--- config.mk ---
export PLATFORM = sky130hd
export DESIGN_NAME = section_timing_statistics
export DESIGN_NICKNAME = d
export VERILOG_FILES = /design/src/rtl/sts_pkg.sv /design/src/rtl/sts_div.sv /design/src/rtl/sts_table.sv /design/src/rtl/section_timing_statistics.sv
export SDC_FILE = /design/constraint.sdc
export NUM_CORES = 2
export LEC_CHECK = 0
export BUFFER_PORTS_ARGS = -buffer_cell sky130_fd_sc_hd__buf_2
export CAP_MARGIN = 0
export CORE_ASPECT_RATIO = 1.4
export CORE_MARGIN = 2
export CORE_UTILIZATION = 29
export CTS_CLUSTER_SIZE = 10
export DETAILED_ROUTE_END_ITERATION = 8
export PLACE_DENSITY = 0.41
export RECOVER_POWER = 25
export SETUP_SLACK_MARGIN = 0.2
export SKIP_CTS_REPAIR_TIMING = 1
export SLEW_MARGIN = 20
export SYNTH_ARGS = -nofsm -noshare
export SYNTH_HDL_FRONTEND = slang
export SYNTH_SLANG_ARGS = --single-unit
--- constraint.sdc ---
create_clock -name clk -period 54.4 [get_ports clk]
set_input_delay 5.44 -clock clk [delete_from_list [all_inputs] [get_ports clk]]
set_output_delay 5.44 -clock clk [all_outputs]
set_load 0.005 [all_outputs]
--- src/rtl/sts_pkg.sv ---
// Shared types and constants of the section timing statistics block.
// Depends on nothing; every other file in rtl/ imports it.
package sts_pkg;

	localparam int CODE_W    = 4;
	localparam int SAMPLE_W  = 31;
	localparam int MIN_W     = 30;
	localparam int MAX_W     = 31;
	localparam int TOTAL_W   = 48;
	localparam int MEAN_W    = 40;
	localparam int PCT_W     = 15;
	localparam int FRAMES_W  = 32;
	localparam int LIMIT_W   = 16;
	localparam int DIVIDEND_W = 64;

	localparam logic [MIN_W-1:0]    MIN_INIT      = MIN_W'(999999999);
	localparam logic [FRAMES_W-1:0] TIMED_RESET   = FRAMES_W'(601);
	localparam logic [LIMIT_W-1:0]  DEFAULT_LIMIT = LIMIT_W'(600);
	localparam logic [PCT_W-1:0]    PCT_FULL      = PCT_W'(25600);

	localparam logic CFG_ENABLE = 1'b0;
	localparam logic CFG_LIMIT  = 1'b1;

	typedef struct packed {
		logic [MIN_W-1:0]   min_v;
		logic [MAX_W-1:0]   max_v;
		logic [TOTAL_W-1:0] total_v;
		logic [MEAN_W-1:0]  mean_v;
		logic [PCT_W-1:0]   pct_v;
	} sts_entry_t;

endpackage

--- src/rtl/sts_div.sv ---
// Restoring radix-2 divider, one quotient bit per cycle, shared by both divisions.
// Depends on sts_pkg for the dividend width.
module sts_div #(
	parameter int DW = 44
) (
	input  logic                              clk,
	input  logic                              arst_n,
	input  logic                              start,
	input  logic [sts_pkg::DIVIDEND_W-1:0]    dividend,
	input  logic [DW-1:0]                     divisor,
	output logic                              done,
	output logic [sts_pkg::DIVIDEND_W-1:0]    quotient
);
	import sts_pkg::*;

	localparam int CW = $clog2(DIVIDEND_W);

	logic [DW-1:0]         rem_q;
	logic [DIVIDEND_W-1:0] acc_q;
	logic [DW-1:0]         dsr_q;
	logic [CW-1:0]         cnt_q;
	logic                  busy_q;
	logic                  done_q;
	logic [DW:0]           shifted;
	logic [DW:0]           diff;
	logic                  ge;

	assign shifted = {rem_q, acc_q[DIVIDEND_W-1]};
	assign diff    = shifted - {1'b0, dsr_q};
	assign ge      = shifted >= {1'b0, dsr_q};

	always_ff @(posedge clk or negedge arst_n) begin
		if (!arst_n) begin
			busy_q <= 1'b0;
			done_q <= 1'b0;
			cnt_q  <= '0;
		end else begin
			done_q <= !start && busy_q && (cnt_q == '0);
			if (start) begin
				busy_q <= 1'b1;
				cnt_q  <= CW'(DIVIDEND_W - 1);
			end else if (busy_q) begin
				if (cnt_q == '0) begin
					busy_q <= 1'b0;
				end
				cnt_q <= cnt_q - 1'b1;
			end
		end
	end

	always_ff @(posedge clk) begin
		if (start) begin
			rem_q <= '0;
			acc_q <= dividend;
			dsr_q <= divisor;
		end else if (busy_q) begin
			rem_q <= ge ? diff[DW-1:0] : shifted[DW-1:0];
			acc_q <= {acc_q[DIVIDEND_W-2:0], ge};
		end
	end

	assign done     = done_q;
	assign quotient = acc_q;

	a_no_restart: assert property (@(posedge clk) disable iff (!arst_n)
		start |-> !busy_q) else $error("divider restarted while busy");
	a_done_after_busy: assert property (@(posedge clk) disable iff (!arst_n)
		done |-> $past(busy_q)) else $error("divider done without a run");
	a_remainder_below: assert property (@(posedge clk) disable iff (!arst_n)
		busy_q && !start |-> rem_q < dsr_q) else $error("divider remainder out of range");

endmodule

--- src/rtl/sts_table.sv ---
// Per-section statistics memory with one valid bit per entry for instant clearing.
// Depends on sts_pkg for the entry type.
module sts_table #(
	parameter int DEPTH = 16,
	parameter int AW    = 4
) (
	input  logic                    clk,
	input  logic                    arst_n,
	input  logic                    clr,
	input  logic                    rd_en,
	input  logic [AW-1:0]           rd_addr,
	output sts_pkg::sts_entry_t     rd_data,
	input  logic                    wr_en,
	input  logic [AW-1:0]           wr_addr,
	input  sts_pkg::sts_entry_t     wr_data
);
	import sts_pkg::*;

	sts_entry_t       mem [DEPTH];
	logic [DEPTH-1:0] vld_q;
	sts_entry_t       rd_q;
	logic             rd_vld_q;

	always_ff @(posedge clk or negedge arst_n) begin
		if (!arst_n) begin
			vld_q    <= '0;
			rd_vld_q <= 1'b0;
		end else begin
			if (clr) begin
				vld_q <= '0;
			end else if (wr_en) begin
				vld_q[wr_addr] <= 1'b1;
			end
			if (rd_en) begin
				rd_vld_q <= vld_q[rd_addr];
			end
		end
	end

	always_ff @(posedge clk) begin
		if (wr_en) begin
			mem[wr_addr] <= wr_data;
		end
		if (rd_en) begin
			rd_q <= mem[rd_addr];
		end
	end

	// An entry never written since the last clear reads as all zero.
	assign rd_data = rd_vld_q ? rd_q : '0;

endmodule

--- src/rtl/section_timing_statistics.sv ---
// Section timing statistics monitor: top level with sequencer, counters and output register.
// Depends on sts_pkg, sts_table and sts_div.
//
// Each input word names a code section and the nanoseconds since the previous
// mark; the block answers with one output word holding that section's minimum,
// maximum, saturating total, mean per timed frame and share of the sum of all
// means. Code 0 marks a frame boundary. When the timed frame count exceeds
// the configured limit the mark clears all statistics instead (cleared is 1) and
// its sample is dropped; right after reset the first enabled mark clears. With
// enable low every word is taken and dropped without an answer. Words are
// handled one at a time and in_stall stays high while one is in work. A
// recording mark passes through a table read, the mean division and, when the
// percent is divided too, the percent division, then the output load; both
// divisions run in the single shared one-bit-per-cycle divider. Clearing
// marks, out-of-range codes and marks before the first timed frame skip the
// divisions. A finished word waits in the output register, so a stalled
// output only delays the next word's answer.
module section_timing_statistics #(
	parameter int NUM_SECTIONS   = 16,
	parameter int MEAN_FRAC_BITS = 8
) (
	input  logic                          clk,
	input  logic                          arst_n,
	input  logic                          cfg_we,
	input  logic                          cfg_index,
	input  logic [sts_pkg::LIMIT_W-1:0]   cfg_data,
	input  logic                          in_valid,
	output logic                          in_stall,
	input  logic [sts_pkg::CODE_W-1:0]    section_code,
	input  logic [sts_pkg::SAMPLE_W-1:0]  elapsed_ns,
	output logic                          out_valid,
	input  logic                          out_stall,
	output logic [sts_pkg::CODE_W-1:0]    out_section,
	output logic                          cleared,
	output logic [sts_pkg::MIN_W-1:0]     min_ns,
	output logic [sts_pkg::MAX_W-1:0]     max_ns,
	output logic [sts_pkg::TOTAL_W-1:0]   total_ns,
	output logic [sts_pkg::MEAN_W-1:0]    mean_ns_q8,
	output logic [sts_pkg::PCT_W-1:0]     percent_q8,
	output logic                          percent_valid,
	output logic [sts_pkg::FRAMES_W-1:0]  frame_count_total
);
	import sts_pkg::*;

	localparam int AW  = (NUM_SECTIONS > 1) ? $clog2(NUM_SECTIONS) : 1;
	// The sum of all means needs room for every section at full scale.
	localparam int MSW = MEAN_W + AW;

	localparam logic [2:0] S_IDLE = 3'd0;
	localparam logic [2:0] S_RD   = 3'd1;
	localparam logic [2:0] S_DIVM = 3'd2;
	localparam logic [2:0] S_DIVP = 3'd3;
	localparam logic [2:0] S_OUT  = 3'd4;

	logic [2:0]          state_q;
	logic                enable_q;
	logic [LIMIT_W-1:0]  limit_q;
	logic [FRAMES_W-1:0] timed_q;
	logic [FRAMES_W-1:0] all_q;
	logic [MSW-1:0]      msum_q;
	logic [CODE_W-1:0]   code_q;
	logic [SAMPLE_W-1:0] sample_q;
	logic                rec_q;
	logic                clr_q;
	logic                pvalid_q;
	sts_entry_t          ent_q;

	logic                accept;
	logic                code_zero;
	logic                in_range;
	logic                clr_now;
	logic [FRAMES_W-1:0] timed_next;

	sts_entry_t          rd_ent;
	sts_entry_t          upd_ent;
	logic [TOTAL_W:0]    tot_sum;
	logic [MIN_W-1:0]    min_base;

	logic                div_start;
	logic [DIVIDEND_W-1:0] div_dividend;
	logic [MSW-1:0]      div_divisor;
	logic                div_done;
	logic [DIVIDEND_W-1:0] div_q;
	logic [MEAN_W-1:0]   mean_sat;
	logic [MSW-1:0]      msum_new;
	logic [DIVIDEND_W-1:0] pct_num;
	logic                out_free;

	assign accept    = in_valid && !in_stall;
	assign in_stall  = (state_q != S_IDLE);
	assign code_zero = (section_code == '0);
	assign in_range  = 32'(section_code) < NUM_SECTIONS;
	assign clr_now   = (limit_q != '0) && (timed_q > FRAMES_W'(limit_q));
	assign timed_next = timed_q + FRAMES_W'(code_zero);
	assign out_free  = !out_valid || !out_stall;

	// Configuration registers.
	always_ff @(posedge clk or negedge arst_n) begin
		if (!arst_n) begin
			enable_q <= 1'b1;
			limit_q  <= DEFAULT_LIMIT;
		end else if (cfg_we) begin
			case (cfg_index)
				CFG_ENABLE: enable_q <= cfg_data[0];
				CFG_LIMIT:  limit_q  <= cfg_data;
				default:    ;
			endcase
		end
	end

	sts_table #(
		.DEPTH(NUM_SECTIONS),
		.AW   (AW)
	) u_table (
		.clk    (clk),
		.arst_n (arst_n),
		.clr    (accept && enable_q && clr_now),
		.rd_en  (accept),
		.rd_addr(AW'(section_code)),
		.rd_data(rd_ent),
		.wr_en  ((state_q == S_OUT) && out_free && rec_q),
		.wr_addr(AW'(code_q)),
		.wr_data(ent_q)
	);

	// Update of minimum, maximum and saturating total from the stored entry.
	always_comb begin
		upd_ent  = rd_ent;
		tot_sum  = {1'b0, rd_ent.total_v} + (TOTAL_W+1)'(sample_q);
		upd_ent.total_v = tot_sum[TOTAL_W] ? '1 : tot_sum[TOTAL_W-1:0];
		min_base = (rd_ent.min_v == '0) ? MIN_INIT : rd_ent.min_v;
		if (sample_q == '0) begin
			upd_ent.min_v = MIN_W'(1);
		end else if (SAMPLE_W'(min_base) > sample_q) begin
			upd_ent.min_v = sample_q[MIN_W-1:0];
		end else begin
			upd_ent.min_v = min_base;
		end
		upd_ent.max_v = (rd_ent.max_v < sample_q) ? sample_q : rd_ent.max_v;
	end

	assign mean_sat = (div_q[DIVIDEND_W-1:MEAN_W] != '0) ? '1 : div_q[MEAN_W-1:0];
	assign msum_new = msum_q - MSW'(ent_q.mean_v) + MSW'(mean_sat);
	// Multiply by 25600 as three shifted adds.
	assign pct_num  = (DIVIDEND_W'(mean_sat) << 14) + (DIVIDEND_W'(mean_sat) << 13)
		+ (DIVIDEND_W'(mean_sat) << 10);

	always_comb begin
		div_start    = 1'b0;
		div_dividend = DIVIDEND_W'(upd_ent.total_v) << MEAN_FRAC_BITS;
		div_divisor  = MSW'(timed_q);
		if (state_q == S_RD) begin
			div_start = (timed_q != '0);
		end else if (state_q == S_DIVM) begin
			div_dividend = pct_num;
			div_divisor  = msum_new;
			div_start    = div_done && (timed_q > FRAMES_W'(1)) && (msum_new != '0);
		end
	end

	sts_div #(
		.DW(MSW)
	) u_div (
		.clk     (clk),
		.arst_n  (arst_n),
		.start   (div_start),
		.dividend(div_dividend),
		.divisor (div_divisor),
		.done    (div_done),
		.quotient(div_q)
	);

	// Sequencer and frame counters.
	always_ff @(posedge clk or negedge arst_n) begin
		if (!arst_n) begin
			state_q   <= S_IDLE;
			timed_q   <= TIMED_RESET;
			all_q     <= '0;
			msum_q    <= '0;
			out_valid <= 1'b0;
		end else begin
			// In S_OUT the output register is refilled below instead.
			if (out_valid && !out_stall && (state_q != S_OUT)) begin
				out_valid <= 1'b0;
			end
			case (state_q)
				S_IDLE: begin
					if (accept && enable_q) begin
						all_q <= all_q + FRAMES_W'(code_zero);
						if (clr_now) begin
							timed_q <= '0;
							msum_q  <= '0;
							state_q <= S_OUT;
						end else begin
							timed_q <= timed_next;
							state_q <= in_range ? S_RD : S_OUT;
						end
					end
				end
				S_RD: begin
					state_q <= (timed_q != '0) ? S_DIVM : S_OUT;
				end
				S_DIVM: begin
					if (div_done) begin
						msum_q  <= msum_new;
						state_q <= div_start ? S_DIVP : S_OUT;
					end
				end
				S_DIVP: begin
					if (div_done) begin
						state_q <= S_OUT;
					end
				end
				S_OUT: begin
					if (out_free) begin
						out_valid <= 1'b1;
						state_q   <= S_IDLE;
					end
				end
				default: state_q <= S_IDLE;
			endcase
		end
	end

	// Working payload of the word in flight and the output register.
	always_ff @(posedge clk) begin
		case (state_q)
			S_IDLE: begin
				if (accept) begin
					code_q   <= section_code;
					sample_q <= elapsed_ns;
					clr_q    <= clr_now;
					rec_q    <= !clr_now && in_range;
					pvalid_q <= 1'b0;
				end
			end
			S_RD: begin
				ent_q <= upd_ent;
			end
			S_DIVM: begin
				if (div_done) begin
					ent_q.mean_v <= mean_sat;
					if (timed_q > FRAMES_W'(1) && msum_new == '0) begin
						ent_q.pct_v <= '0;
					end
					pvalid_q <= div_start;
				end
			end
			S_DIVP: begin
				if (div_done) begin
					ent_q.pct_v <= div_q[PCT_W-1:0];
				end
			end
			S_OUT: begin
				if (out_free) begin
					out_section       <= code_q;
					cleared           <= clr_q;
					min_ns            <= rec_q ? ent_q.min_v : '0;
					max_ns            <= rec_q ? ent_q.max_v : '0;
					total_ns          <= rec_q ? ent_q.total_v : '0;
					mean_ns_q8        <= rec_q ? ent_q.mean_v : '0;
					percent_q8        <= rec_q ? ent_q.pct_v : '0;
					percent_valid     <= rec_q && pvalid_q;
					frame_count_total <= all_q;
				end
			end
			default: ;
		endcase
	end

	a_div_in_div_state: assert property (@(posedge clk) disable iff (!arst_n)
		div_done |-> (state_q == S_DIVM || state_q == S_DIVP))
		else $error("divider finished outside a division state");
	a_pct_bounded: assert property (@(posedge clk) disable iff (!arst_n)
		out_valid && percent_valid |-> percent_q8 <= PCT_FULL)
		else $error("percent above full scale");
	a_clear_zeros: assert property (@(posedge clk) disable iff (!arst_n)
		out_valid && cleared |-> total_ns == '0 && percent_valid == 1'b0)
		else $error("clearing word carries statistics");
	a_clear_resets_timed: assert property (@(posedge clk) disable iff (!arst_n)
		accept && enable_q && clr_now |=> timed_q == '0 && msum_q == '0)
		else $error("clearing mark left frame state");

endmodule
==> flow_summary.toml <==
[final_layout]
post-route-util_pct = 33.3
fin_nets = 9962
instances_no_fill = 16400
fin_area_um2 = 168000
fillCellCount = 48700
area_delta_synth_final_pct = 14.2
drive_above_1_share_pct = 16.1

[timing]
fmaxAchievable_mhz = 90.7
period_share_pct = 20.3
setup_ws_ps = 43380
setup_viol = 0
tightest_slew_ps = 1190
grt_setup_unrepaired = "no"
fin_skew_ps = 78.9
drv_slew = 0
hold_viol = 0
whs_ps = 452
fin_tns_setup_ps = 0
period_needed_ps = 11020
max_slew_margin_pct = 20.3

[power]
power_density_nw_per_um2 = 44.0
total_power_mw = 7.41
p_comb_share_pct = 18.9
seq_power_share_pct = 48.3
p_clk_share_pct = 32.7
p_leak_nw = 56.9
ir_drop_v = 0.0000416
sw_frac_of_total_pct = 30.4
intPower_mw = 5.16
switching_power_mw = 2.25

[global_routing]
grt_usage_pct = 18.4
grt_max_degree = 133
first_global_vias = 87600
antenna_found_initial = 16
gr-total-overflow = 0
grt_pass1_wl_mm = 676

[floorplan]
die-area_um2 = 514000
die_x_um = 607
rows = 309
io_pins = 261
coreArea_um2 = 506000
die_h_um = 848
start_util_pct = 29.1

[clocking]
htree_levels = 5
clkSlewWorstSetupHoldPaths_ps = 60
insertion_delay_ps = 1010
clock-sinks = 3498
root_buffer = "clkbuf_16"
cts_buffer_depth = 4
cts_buffers = 399
cts_tree = "done"

[routing]
viasPerCell = 5.10
routed_wl_mm = 481
drc_errors = 0
first_pass_iters = 6
num_vias = 83700
wl_per_cell_um = 29.3
ant_nets = 0
drt_iter0_markers = 6179

[synthesis]
ys_seq_area_share_pct = 70.4
synth_commonest_cells = "edfxtp_1, o21ai_0, mux2i_1"
ys_types = 92
async_flop_share_pct = 4.40
yosysMostFrequentCell = "edfxtp_1"
synth-main-ff-cell = "edfxtp_1"
synth_edf_count = 3300
synth.area.top_cells = "edfxtp_1, mux4_2, mux2i_1, dfrtp_1, ha_1"
syn_area_um2 = 147000
synth.largest_area_cell = "edfxtp_1"
synthCells = 9182
yosysWarningCount = 0
syn_avg_cell_area_um2 = 16.1
syn_nets = 9564
synthDominantCellAreaShare_pct = 67.2
ys_ff_latch = 3498

[critical_path]
critPathKind = "input port to flip-flop"
critPathCaptureType = "flip-flop"
reg2reg_to = "u_div.quotient[35]"
cp.required_ps = 55080
rrSetupSlack_ps = 44950
cp.arrival_ps = 11700
crit_path_max_fanout = 100
crit_path_start_kind = "input port"
worst_r2r_path_depth = 23
r2r-start = "u_div.quotient[63]"

[run_status]
status = "finished, final reports clean"

[min_path]
holdCritStartpoint = "clr_q"
hold_path_class = "flip-flop to flip-flop"
worstHoldEndpoint = "cleared"
hold_depth = 0

[placement]
port_buffers = 260
hpwl_mm = 281
place_congestion = 0.837
dp.cells = 15900
dpl_cell_area_um2 = 157000
pre_cts_ws_ps = 42150

[run]
cap_viol_max_count = 0
==> cell type report <==
class,instances,area [um^2],share of cell area (%)
multi-input cells,4931,41000,24.3
clock buffers,487,10400,6.17
diodes,13,32.5,0.0193
repair buffers,447,3000,1.78
clock inverters,51,649,0.386
flip-flops and latches,3498,104000,61.6
well taps,6686,8370,4.97
inverters,303,1150,0.684
==> placed cells by master (no fill, tap or decap), types with 32 or more instances in the layout <==
master	netlist	final
a221oi_1	174	173
mux4_2	333	333
buf_2	16	255
nor3_1	49	44
a21o_1	107	107
nand4_1	81	81
xnor2_1	109	109
and2_1	259	259
xor2_1	97	97
o21a_1	43	43
mux2_2	228	228
fa_1	79	79
mux2i_1	536	536
o21ai_0	539	536
buf_4	2	168
a21oi_1	362	361
inv_1	301	299
nor4_1	40	40
clkbuf_16	0	402
clkbuf_1	344	84
a31oi_1	51	50
dfrtp_1	144	142
ha_1	246	246
dfxtp_1	44	44
nand3_1	112	112
a211oi_1	67	67
nor2_1	481	466
nand2b_1	34	32
or3_1	41	41
a22oi_1	167	167
edfxtp_1	3300	3300
nand2_1	373	370
==> registers in the layout (all words and copies together), names as in the netlist, 31 cells and up <==
name / cells
u_div.quotient: 64
total_ns: 48
max_ns: 31
u_table.rd_q: 164
mean_ns_q8: 40
sample_q: 31
frame_count_total: 32
timed_q: 32
all_q: 32
u_div.dsr_q: 44
u_div.rem_q: 44
ent_q: 164
msum_q: 44
u_table.mem: 2624
==> metal layers <==
layer | vias to the layer above | global-route usage, % | share of wire (%)
met5 | - | 0 | 0
met4 | 0 | 5.29 | 2.9
li1 | 36500 | - | -
met3 | 553 | 1.88 | 3.5
met2 | 1941 | 33.3 | 52
met1 | 44800 | 23.1 | 42
==> cell families after synthesis <==
kind of cell             synth area share (%)
AND/OR/NAND/NOR                          5.20
XOR/XNOR                                 1.22
AO/OA/AOI/OAI                            7.30
adder cells (fa/ha/maj)                  3.16
buffers and inverters                    1.95
multiplexers                             10.8
flip-flops                               70.4
==> worst max path at each step <==
stage / from / endpoint / cells past startpoint
after floorplan: out_stall / u_table.mem[3][0] / 3
after global placement: section_code[0] / u_table.rd_q[72] / 12
after detailed placement: section_code[0] / u_table.rd_q[76] / 12
after CTS: section_code[0] / u_table.rd_q[76] / 12
after global routing: section_code[0] / u_table.rd_q[73] / 12
final: section_code[0] / u_table.rd_q[76] / 12
==> critical path, stage by stage <==
cell and delay [ps]:
buf_12 400, buf_12 570, buf_12 640, buf_4 790, buf_4 860, buf_4 840, buf_4 670, mux2_2 400
o21ai_0 160, a21oi_1 90, a22oi_1 220, o21ai_0 110
==> power groups by stage <==
stage / clock network [mW] / logic (mW) / registers, mW
after floorplan: 0 / 0.903 / 3.54
after global placement: 0 / 1.41 / 3.64
after detailed placement: 0 / 1.42 / 3.64
after CTS: 2.51 / 1.42 / 3.59
after global routing: 2.60 / 1.53 / 3.61
final: 2.43 / 1.40 / 3.58
(Power assumes the default switching activity.)
